### config.mk
export PLATFORM = sky130hd
export DESIGN_NAME = acs_cell
export DESIGN_NICKNAME = d
export VERILOG_FILES = /design/src/rtl/acs_pkg.sv /design/src/rtl/acs_cell.sv
export SDC_FILE = /design/constraint.sdc
export NUM_CORES = 1
export LEC_CHECK = 0
export BUFFER_PORTS_ARGS = -buffer_cell sky130_fd_sc_hd__buf_2
export CAP_MARGIN = 20
export CORE_UTILIZATION = 38
export DETAILED_ROUTE_END_ITERATION = 16
export PLACE_DENSITY_LB_ADDON = 0.1
export SETUP_SLACK_MARGIN = 0.2
export SYNTH_ARGS = -nofsm -noshare
export SYNTH_HDL_FRONTEND = slang
export SYNTH_SLANG_ARGS = --single-unit
### constraint.sdc
create_clock -name clock -period 10.2 [get_ports clock]
set_input_delay 2.04 -clock clock [delete_from_list [all_inputs] [get_ports clock]]
set_output_delay 2.04 -clock clock [all_outputs]
set_load 0.05 [all_outputs]
### src/rtl/acs_pkg.sv
`default_nettype none
package acs_pkg;

   localparam int SLOT_W         = 10;
   localparam int SCORE_W        = 24;
   localparam int BASE_W         = 16;
   localparam int LIST_DEPTH_DEF = 64;
   localparam int SLOT_COUNT_DEF = 1024;
   localparam int COORD_BITS_DEF = 16;

   typedef enum logic [1:0] {
      ACT_START = 2'd0,
      ACT_END   = 2'd1,
      ACT_CLEAR = 2'd2,
      ACT_NONE  = 2'd3
   } action_type;

   typedef struct packed {
      logic               valid;
      logic [SCORE_W-1:0] score;
      logic [SLOT_W-1:0]  slot;
   } entry_type;

   typedef struct packed {
      logic clear;
      logic shift_left;
      logic insert;
   } cell_ctl_type;

   typedef struct packed {
      logic le;
      logic lt;
      logic dom;
      logic rem;
      logic bnd;
      logic last;
   } cell_flag_type;

   typedef struct packed {
      logic               found;
      logic [SCORE_W-1:0] score;
      logic [SLOT_W-1:0]  slot;
   } pick_type;

endpackage
`default_nettype wire

### src/rtl/acs_cell.sv
`default_nettype none
module acs_cell import acs_pkg::*; #(
   parameter int COORD_BITS = COORD_BITS_DEF
) (
   input  logic                  clock,
   input  logic                  reset,
   input  cell_ctl_type          ctl,
   input  logic [COORD_BITS-1:0] key_y,
   input  logic [SCORE_W-1:0]    key_sc,
   input  logic [COORD_BITS-1:0] new_ey,
   input  entry_type             new_ent,
   input  logic [COORD_BITS-1:0] left_ey,
   input  entry_type             left_ent,
   input  logic                  left_lt,
   input  logic [COORD_BITS-1:0] right_ey,
   input  entry_type             right_ent,
   input  logic                  right_le,
   output logic [COORD_BITS-1:0] ey,
   output entry_type             ent,
   output cell_flag_type         flags
);

   logic [COORD_BITS-1:0] ey_ff, ey_in;
   entry_type             ent_ff, ent_in;
   logic                  le, lt, at_m;

   always_comb begin
      le   = ent_ff.valid && (ey_ff <= key_y);
      lt   = ent_ff.valid && (ey_ff < key_y);
      // first cell at or past the key
      at_m = !lt && left_lt;

      flags.le   = le;
      flags.lt   = lt;
      flags.bnd  = le && !right_le;
      flags.dom  = le && !right_le && (ent_ff.score >= key_sc);
      flags.rem  = at_m && ent_ff.valid && (ent_ff.score < key_sc);
      flags.last = ent_ff.valid && !right_ent.valid;

      priority if (ctl.clear) begin
         ey_in        = ey_ff;
         ent_in       = ent_ff;
         ent_in.valid = 1'b0;
      end else if (ctl.shift_left && !lt) begin
         ey_in  = right_ey;
         ent_in = right_ent;
      end else if (ctl.insert && at_m) begin
         ey_in  = new_ey;
         ent_in = new_ent;
      end else if (ctl.insert && !left_lt) begin
         ey_in  = left_ey;
         ent_in = left_ent;
      end else begin
         ey_in  = ey_ff;
         ent_in = ent_ff;
      end
   end

   always_ff @(posedge clock) begin
      ey_ff        <= ey_in;
      ent_ff.score <= ent_in.score;
      ent_ff.slot  <= ent_in.slot;
      if (reset) begin
         ent_ff.valid <= 1'b0;
      end else begin
         ent_ff.valid <= ent_in.valid;
      end
   end

   assign ey  = ey_ff;
   assign ent = ent_ff;

endmodule
`default_nettype wire

==> flow_metrics.tcl <==
set metrics [dict create \
    crit_top_cell "buf_2" \
    die_y_um 102 \
    ant_nets 0 \
    dieArea_um2 10300 \
    rsz0062_at_grt "false" \
    required_ns 8.16 \
    gp_congestion 0.853 \
    die_x_um 102 \
    yosysSeqAreaShare 0.403 \
    yosys_warnings 0 \
    async_reset_ff_frac 0 \
    synth_area_um2 3770 \
    grt_pass1_wl_mm 18.2 \
    final.min_clock_period_ns 6.83 \
    yosys-top-cells-count "o22ai_1 (98), a21oi_1 (60), edfxtp_1 (50)" \
    synth_cell_types 40 \
    maxSlewHeadroom 0.320 \
    antenna_found_initial 0 \
    postCtsHoldBufs 0 \
    routed_wl_mm 12.1 \
    cp_max_fo 34 \
    initial_utilization 0.401 \
    setup_violations 0 \
    hold_violations 0 \
    fillerInstances 901 \
    io_buffers 256 \
    synth_largest_area_cell "edfxtp_1" \
    cts_tree "done" \
    dpl.hpwl_mm 9.33 \
    finalSetupTns_ns 0 \
    fin_crit_sh 0.670 \
    pin_count 257 \
    cts_setup_buffers 0 \
    clkLatencyLatePin_ns 0.30 \
    firstDrtPassIters 5 \
    p_leak_uw 0.00256 \
    core_region_area_um2 9420 \
    min_path_type "reg2reg" \
    htree_levels 2 \
    synth-edff-count 50 \
    cpLargestDelayFamily "simple AND/OR/NAND/NOR gates" \
    drc 0 \
    fin_skew_ns 0.00975 \
    dp_slack_ns 3.02 \
    synth_top_area_share 0.398 \
    ys_seq_elements 51 \
    crit_chain "buf_2, inv_1, ha_1, nand4_1, or4_4, a21oi_4, or3_2, buf_12, inv_2, a2111oi_2, buf_2" \
    grt_pass1_vias 3994 \
    worstMarginPinSlew_ns 1.02 \
    drtIter0Drc 121 \
    antenna_cells 0 \
    slowest_delay_ns 0.61 \
    power_density_nw_per_um2 114 \
    dpl_cell_area_um2 5140 \
    max_freq_mhz 146 \
    ctsResizeCount 0 \
    overflow 0 \
    critPathKind "in2out" \
    layout.nets 881 \
    syn_nets 640 \
    r2r-start "ey[13]" \
    wire_per_inst_um 15.7 \
    crit_slowest_cell "or4_4" \
    drv_slew 0 \
    reg2reg_depth 7 \
    r2r_slack_ns 7.00 \
    critPathCaptureType "primary output" \
    yosysMostFrequentCell "o22ai_1" \
    hold_depth 2 \
    start_kind "input pin" \
    p_total_uw 599 \
    rows 35 \
    drv_cap 0 \
    post_drt_via_cell_ratio 5.32 \
    clkTransAtPathRegs_ns 0.09 \
    drive_gt1_frac 0.437 \
    cp.arrival_ns 4.79 \
    cts_buffers 5 \
    grt.total_usage 0.229 \
    syn_avg_cell_area_um2 9.43 \
    grt_max_degree 55 \
    areaGrowthSynthToFinish_pct 39.4 \
    yosys-top-cells-area "edfxtp_1 (40%), o22ai_1 (16%), ha_1 (13%), a21oi_1 (8.0%), inv_1 (4.3%)" \
    vias 4094 \
    r2r_end "ey[1]" \
    path_buf_inv 5 \
    status "completed" \
    min_to "ent[34]" \
    design_area_um2 5260 \
    hp-start "ent[34]" \
    cts_num_sinks 51 \
    max-vdd-ir-drop_mv 0.0571 \
    fin_ws_ns 3.37 \
    cts_root_buf "clkbuf_8" \
    cts_buffer_depth 2 \
    postSynthCellCount 400 \
    synth_ff_type "edfxtp_1" \
]
## cells in the final DEF, fill, tap and decap left out, drive strengths merged, types with 3 or more instances in the layout
cell type	Yosys	layout
ha	40	40
edfxtp	50	50
o21ai	9	9
inv	44	44
nor2b	5	5
clkbuf	15	5
o211ai	3	3
a21o	10	10
nand4	5	5
o21a	5	5
nand2	9	9
buf	14	263
nand2b	3	3
o22ai	98	98
nand3	3	3
a21oi	61	61
nor2	4	4
## routing by layer
metal	GRT usage	wire (um)	vias to the layer above
met5	0	0	-
met4	0.0758	158	0
met3	0.0462	963	15
met2	0.425	6110	198
met1	0.260	4870	1826
li1	-	-	2055
## where the power goes
part | switching, uW | internal [uW] | total, uW
combinational | 144 | 84.8 | 228
clock | 62.4 | 45.8 | 108
sequential | 8.77 | 253 | 262
## worst reg2reg max path: cells and delay by family (launching register included)
kind	cells	cell delay, ns
flops	1	0.42
fa+ha+maj	1	0.31
buf+inv	1	0.46
compound gates	5	1.85
## flip-flops by register name, indices dropped and copies added, names as in the netlist
signal	cells
ent	35
ey	16
## cells by family after synthesis
family / synth area share
DFF: 0.403
adders and majority gates: 0.133
AOI/OAI and AO/OA: 0.321
and+or+nand+nor: 0.0547
buffers and inverters: 0.0829
muxes: 0.00531
## how the worst max path moves through the flow
stage,cells past startpoint,endpoint,slack (ns),from
CTS,10,flags[1],3.02,key_y[14]
floorplan,7,ent[0],2.90,key_y[15]
global placement,10,flags[1],3.13,key_y[15]
detailed placement,10,flags[1],3.02,key_y[14]
finish,11,flags[2],3.37,key_y[15]
global route,11,flags[2],3.19,key_y[13]
## per-stage QoR
| step | cells | hold slack [ns] | utilization |
|---|---|---|---|
| floorplan | 400 | 0.783 | - |
| global placement | 761 | 0.620 | 0.546 |
| detailed placement | 761 | 0.623 | 0.546 |
| CTS | 768 | 0.649 | 0.554 |
| global route | 770 | 0.666 | 0.558 |
| finish | 770 | 0.638 | 0.558 |
## final cells by class
type	count	area [um^2]	share of cell area
clock buffer	5	68.8	0.0131
timing repair buffer	263	1360	0.259
inverter	44	165	0.0314
tap	129	161	0.0307
sequential	51	1520	0.289
clock inverter	2	8.76	0.00167
multi-input combinational	276	1970	0.375
Power figures use the tool's default switching activity.
