--- src/rtl/acs_ram.sv ---
`default_nettype none
module acs_ram #(
   parameter  int WIDTH = 8,
   parameter  int DEPTH = 16,
   localparam int AW    = (DEPTH > 1) ? $clog2(DEPTH) : 1
) (
   input  logic             clock,
   input  logic             wr_en,
   input  logic [AW-1:0]    wr_addr,
   input  logic [WIDTH-1:0] wr_data,
   input  logic             rd_en,
   input  logic [AW-1:0]    rd_addr,
   output logic [WIDTH-1:0] rd_data
);

   logic [WIDTH-1:0] mem_ff [DEPTH];
   logic [WIDTH-1:0] rd_data_ff;

   always_ff @(posedge clock) begin
      if (wr_en) begin
         mem_ff[wr_addr] <= wr_data;
      end
      if (rd_en) begin
         rd_data_ff <= mem_ff[rd_addr];
      end
   end

   assign rd_data = rd_data_ff;

endmodule
`default_nettype wire

--- config.mk ---
export PLATFORM = sky130hd
export DESIGN_NAME = acs_ram
export DESIGN_NICKNAME = d
export VERILOG_FILES = /design/src/rtl/acs_ram.sv
export SDC_FILE = /design/constraint.sdc
export NUM_CORES = 1
export LEC_CHECK = 0
export BUFFER_PORTS_ARGS = -buffer_cell sky130_fd_sc_hd__buf_2
export CAP_MARGIN = 20
export CORE_MARGIN = 8
export CORE_UTILIZATION = 30
export DETAILED_ROUTE_END_ITERATION = 16
export HOLD_SLACK_MARGIN = 0.03
export PLACE_DENSITY = 0.49
export REMOVE_ABC_BUFFERS = 1
export SYNTH_ARGS = -nofsm -noshare
export SYNTH_HDL_FRONTEND = slang
export SYNTH_SLANG_ARGS = --single-unit
--- constraint.sdc ---
create_clock -name clock -period 4 [get_ports clock]
set_input_delay 0.2 -clock clock [delete_from_list [all_inputs] [get_ports clock]]
set_output_delay 0.2 -clock clock [all_outputs]
set_load 0.05 [all_outputs]
==> results of run 1 <==
==> cell type report <==
| type | count | area share (%) |
|---|---|---|
| tap | 225 | 4.62 |
| sequential | 136 | 67.1 |
| multi-input combinational | 83 | 17.4 |
| timing repair buffer | 31 | 2.75 |
| clock buffer | 20 | 7.17 |
| clock inverter | 12 | 1.01 |
==> cell families after synthesis <==
| kind of cell | synth area share [%] |
|---|---|
| AO/OA/AOI/OAI | 2.30 |
| AND/OR/NAND/NOR | 3.14 |
| buffers and inverters | 1.65 |
| flip-flops | 78.1 |
| multiplexers | 14.8 |
==> power groups by stage <==
stage          Sequential, mW  Clock, mW  Combinational (mW)
6_report                 1.61       1.32               0.167
3_3_place_gp             1.64          0               0.169
3_5_place_dp             1.64          0               0.171
2_1_floorplan            1.67          0              0.0640
4_1_cts                  1.61       1.34               0.171
5_1_grt                  1.62       1.41               0.179
==> routing by layer <==
metal | part of all wire (%) | global-route usage [%]
met1 | 44 | 12.9
met2 | 51 | 17.0
met3 | 4.8 | 3.61
met4 | 0.96 | 3.37
met5 | 0.11 | 0
==> final timing paths <==
kind	start	end	slack [ns]	depth (start not counted)
max	rd_addr[0]	rd_data[5]$_DFFE_PP_	2.09	5
min	rd_en	rd_data[6]$_DFFE_PP_	0.14	1
max reg2reg	mem_ff[11][0]$_DFFE_PP_	rd_data[0]$_DFFE_PP_	2.46	3
min reg2reg	mem_ff[7][3]$_DFFE_PP_	rd_data[3]$_DFFE_PP_	0.75	3
==> registers in the layout (all words and copies together) (netlist names) <==
name / cells
rd_data: 8
mem_ff: 128
==> cells in the mapped netlist (2+ instances only) <==
library cell | count | area, µm²
a22oi_1 | 16 | 120
buf_2 | 3 | 15.0
buf_6 | 3 | 33.8
clkdlybuf4s25_2 | 3 | 30.0
edfxtp_1 | 136 | 4080
mux4_1 | 14 | 368
mux4_2 | 18 | 405
nand2_1 | 9 | 33.8
nand2b_1 | 2 | 12.5
nand3b_1 | 2 | 15.0
nor2_1 | 13 | 48.8
nor3_1 | 4 | 20.0
==> per-stage QoR <==
stage	cells	utilization, %	cell area (µm²)	hold WS, ns
CTS	507	35.4	6090	0.132
finish	507	35.4	6090	0.136
global placement	475	32.5	5590	0.571
floorplan	219	-	5140	0.299
detailed placement	475	32.5	5590	0.563
global route	507	35.4	6090	0.125
==> run_results.csv, run 1 <==
group,metric,value,unit
worst_setup_path,required,4.16,ns
placement,numPortBuffers,26,
pwr,p_seq_share,52.0,%
worst_setup_path,start_kind,"primary input",
sta,finalHoldViolCount,0,
cts,worstSkewPairLatency,0.42,ns
synth,synth-edff-count,136,
worst_setup_path,crit_arrival,2.07,ns
floorplan,die_x,148,µm
sta,worst_slew_pin_slew,1.03,ns
worst_setup_path,cpPeakStageDelay,0.69,ns
sta,setup-violations-final,0,
placement,routabilityCongestion,0.701,
cells_and_area,num-fill-cells,1619,
sta,slew_violations,0,
synth,synth_area,0.00523,mm²
sta,max_freq,0.524,GHz
outcome,status,"completed",
worst_setup_path,crit_fanout,27,
pwr,p_switching,667,µW
cts,postCtsSetupBuffers,0,
sta,worst_slack,2.09,ns
synth,async_reset_ff_share,0,%
cts,ctsHtreeMaxLevel,4,
grt,grt_usage,10.5,%
pwr,netSwitchingFraction,21.5,%
worst_setup_path,crit_chain,"buf_2 -> buf_4 -> mux4_1 -> a22oi_1 -> nand2_1",
worst_setup_path,cpLargestDelayFamily,"buffers and inverters",
worst_setup_path,cp_num_buf_inv,2,
cts,postCtsHoldBufs,0,
route,drt-total-wl,10.9,mm
cells_and_area,area_growth,16.5,%
floorplan,start_util,30.4,%
synth,avgSynthCellArea,22.8,µm²
placement,hpwl,6.81,mm
cells_and_area,seqCellArea,0.00408,mm²
grt,grt_max_degree,33,
cts,cts_tree,"done",
cts,ctsResizeCount,0,
route,drt_pass1_iterations,4,
route,drt_iter0_drc,135,
sta,max_slew_margin,30.8,%
placement,pre_cts_ws,1.57,ns
min_path,hold_path.class,"in2reg",
grt,grt_pass1_vias,2646,
sta,skew,0.0160,ns
grt,grt_overflow_total,0,
sta,fin_crit_sh,47.7,%
synth,synth-seq-cells,136,
synth,ys_warn_count,0,
cells_and_area,multiInputGateArea,0.00106,mm²
floorplan,core,0.0172,mm²
cts,clockBufferDepth,2,
route,drc,0,
floorplan,die-height,148,µm
grt,antenna_found_initial,1,
cts,cts.sinks,136,
cells_and_area,mostFrequentLayoutCell,"edfxtp_1",
floorplan,ios,27,
grt,grt_pass1_wl,16.4,mm
route,wire_per_inst,21.4,µm
synth,synthFlopType,"edfxtp_1",
cts,cts_root_buffer,"clkbuf_16",
pwr,finalPower,3.10,mW
cts,clk_pin_slew,0.06,ns
flow_run,drv_cap,0,
synth,yosysUniqueCellTypes,18,
pwr,leakage,1.98,nW
pwr,power_density,510,mW/mm²
synth,synth_cells,229,
cells_and_area,final_cell_mix,"edfxtp_1, buf_2, mux4_2",
sta,tns,0,ns
cells_and_area,diodes,0,
worst_setup_path,worstSetupPathType,"in2reg",
floorplan,fp-row-count,48,
synth,synth_seq_area_share,78.1,%
worst_setup_path,end_kind,"flip-flop",
cts,cts_inserted_buffers,17,
floorplan,die-area,0.0219,mm²
route,drtAntennaViolNets,0,
cells_and_area,drive_above_1_share,27.0,%
pwr,p_comb_share,5.4,%
sta,min_period,1.91,ns
route,vias,2445,
pwr,internal_power,2.44,mW
route,via_per_inst,4.82,
pwr,vdd_drop_max,291,µV
sta,rsz0062_at_grt,"false",
cells_and_area,final_nets,288,
worst_setup_path,crit_slowest_cell,"buf_2",
pwr,clkPwrFrac,42.6,%
No activity file was read; power rests on OpenSTA's default activity.
==> run 2: changes to the inputs <==
clock period = 1.9 ns   (was 4 ns; I/O delays follow)
==> run 2 against run 1 <==
- setup slack worse by 1.8 ns
- critical endpoint is now rd_data[3]$_DFFE_PP_
- cell area is 3.8% higher
- largest power group unchanged
- via count hardly changed
- worst hold slack worse by 0.067 ns
- wire length is 0.64% lower
==> run_results.csv, run 2 (synthesized netlist as in run 1, its figures left out) <==
group,metric,value,unit
outcome,status,"completed",
cells_and_area,final_nets,306,
grt,grt_pass1_wl,16.5,mm
placement,routabilityCongestion,0.737,
route,via_per_inst,4.66,
sta,slew_violations,0,
cts,worstSkewPairLatency,0.40,ns
cells_and_area,fin_cells,525,
cts,postCtsHoldBufs,0,
route,drt_pass1_iterations,4,
cells_and_area,fin_util,36.8,%
sta,fin_crit_sh,82.6,%
cells_and_area,regMostFlops,"mem_ff",
cts,ctsResizeCount,0,
cells_and_area,area_growth,20.9,%
grt,antenna_found_initial,0,
route,vias,2444,
floorplan,start_util,30.4,%
sta,worst_slew_pin_slew,0.395,ns
route,drt_iter0_drc,144,
cells_and_area,mostFrequentLayoutCell,"edfxtp_1",
min_path,hold_path.class,"in2reg",
route,wire_per_inst,20.5,µm
worst_setup_path,required,2.05,ns
placement,numPortBuffers,26,
worst_setup_path,r2r-start,"mem_ff[1][3]$_DFFE_PP_",
worst_setup_path,cp-startpoint,"mem_ff[1][3]$_DFFE_PP_",
cells_and_area,drive_above_1_share,30.7,%
route,drc,0,
floorplan,die_x,148,µm
sta,tns,0,ns
cts,cts_inserted_buffers,17,
sta,skew,0.00875,ns
worst_setup_path,worstSetupPathType,"reg2reg",
worst_setup_path,crit_arrival,1.72,ns
floorplan,die-area,0.0219,mm²
min_path,hp-start,"rd_en",
grt,grt_usage,10.5,%
sta,finalHoldViolCount,0,
floorplan,die-height,148,µm
cells_and_area,num-fill-cells,1615,
pwr,leakage,2.12,nW
grt,grt_pass1_vias,2585,
cts,clk_pin_slew,0.06,ns
placement,dpl.cell_count,493,
pwr,finalPower,6.91,mW
route,drtAntennaViolNets,0,
cells_and_area,seqCellArea,0.00408,mm²
floorplan,core,0.0172,mm²
worst_setup_path,start_kind,"flip-flop",
cts,cts.sinks,136,
cells_and_area,multiInputGateArea,0.00106,mm²
sta,hold-worst-slack,0.0682,ns
route,drt-total-wl,10.8,mm
floorplan,ios,27,
cts,cts_tree,"done",
grt,grt_overflow_total,0,
worst_setup_path,end_kind,"flip-flop",
pwr,power_density,1090,mW/mm²
sta,rsz0062_at_grt,"false",
sta,max_freq,0.637,GHz
worst_setup_path,crit_fanout,1,
grt,grt_max_degree,33,
placement,hpwl,6.92,mm
sta,max_slew_margin,73.7,%
cts,ctsHtreeMaxLevel,4,
sta,setup-violations-final,0,
cells_and_area,final_cell_mix,"edfxtp_1, buf_2, buf_4",
floorplan,fp-row-count,48,
cts,cts_root_buffer,"clkbuf_16",
flow_run,drv_cap,0,
pwr,vdd_drop_max,610,µV
sta,min_period,1.57,ns
cells_and_area,diodes,0,
cells_and_area,largest_register_ffs,128,
cts,clockBufferDepth,2,
cts,postCtsSetupBuffers,0,
## run 2: changes by cell type in the layout (fill, tap and decap cells not counted), sizes merged
cell / change
buf: +18
bufinv: +3
clkbuf: -1
clkinv: -1
clkinvlp: -1
## run 2: worst max-delay path, cell delays in order, from the launching register on
cell	delay (ns)
edfxtp_1	0.35
mux4_1	0.51
a22oi_1	0.36
nand2_1	0.10
## run 2: worst paths after layout
| path | cells past startpoint | slack, ns | end |
|---|---|---|---|
| max | 3 | 0.33 | rd_data[3]$_DFFE_PP_ |
| min | 1 | 0.07 | rd_data[3]$_DFFE_PP_ |
| max reg2reg | 3 | 0.33 | rd_data[3]$_DFFE_PP_ |
| min reg2reg | 3 | 0.75 | rd_data[2]$_DFFE_PP_ |
## run 2: through the flow
stage	setup WS [ns]	cell area, µm²
finish	0.331	6320
global route	0.269	6320
global placement	0.121	5750
detailed placement	0.138	5750
CTS	0.330	6320
floorplan	0.312	5140
## run 2: final cells by class
cell class	instances	share of cell area, %
Clock buffer	19	6.85
Clock inverter	13	2.14
Multi-Input combinational cell	83	16.7
Sequential cell	136	64.6
Tap cell	225	4.46
Timing Repair Buffer	49	5.19
## run 2: report_power, final
part,switching [mW],internal (mW)
registers,0.0184,3.38
clock network,1.12,2.03
logic,0.229,0.137
## run 2: per-layer routing
metal	GRT usage (%)	vias up	share of wire [%]	wire length, µm
li1	-	1098	-	-
met1	13.4	1288	46	4970
met2	16.7	54	49	5280
met3	2.84	4	4.4	474
met4	4.13	0	0.62	67
met5	0	-	0	0
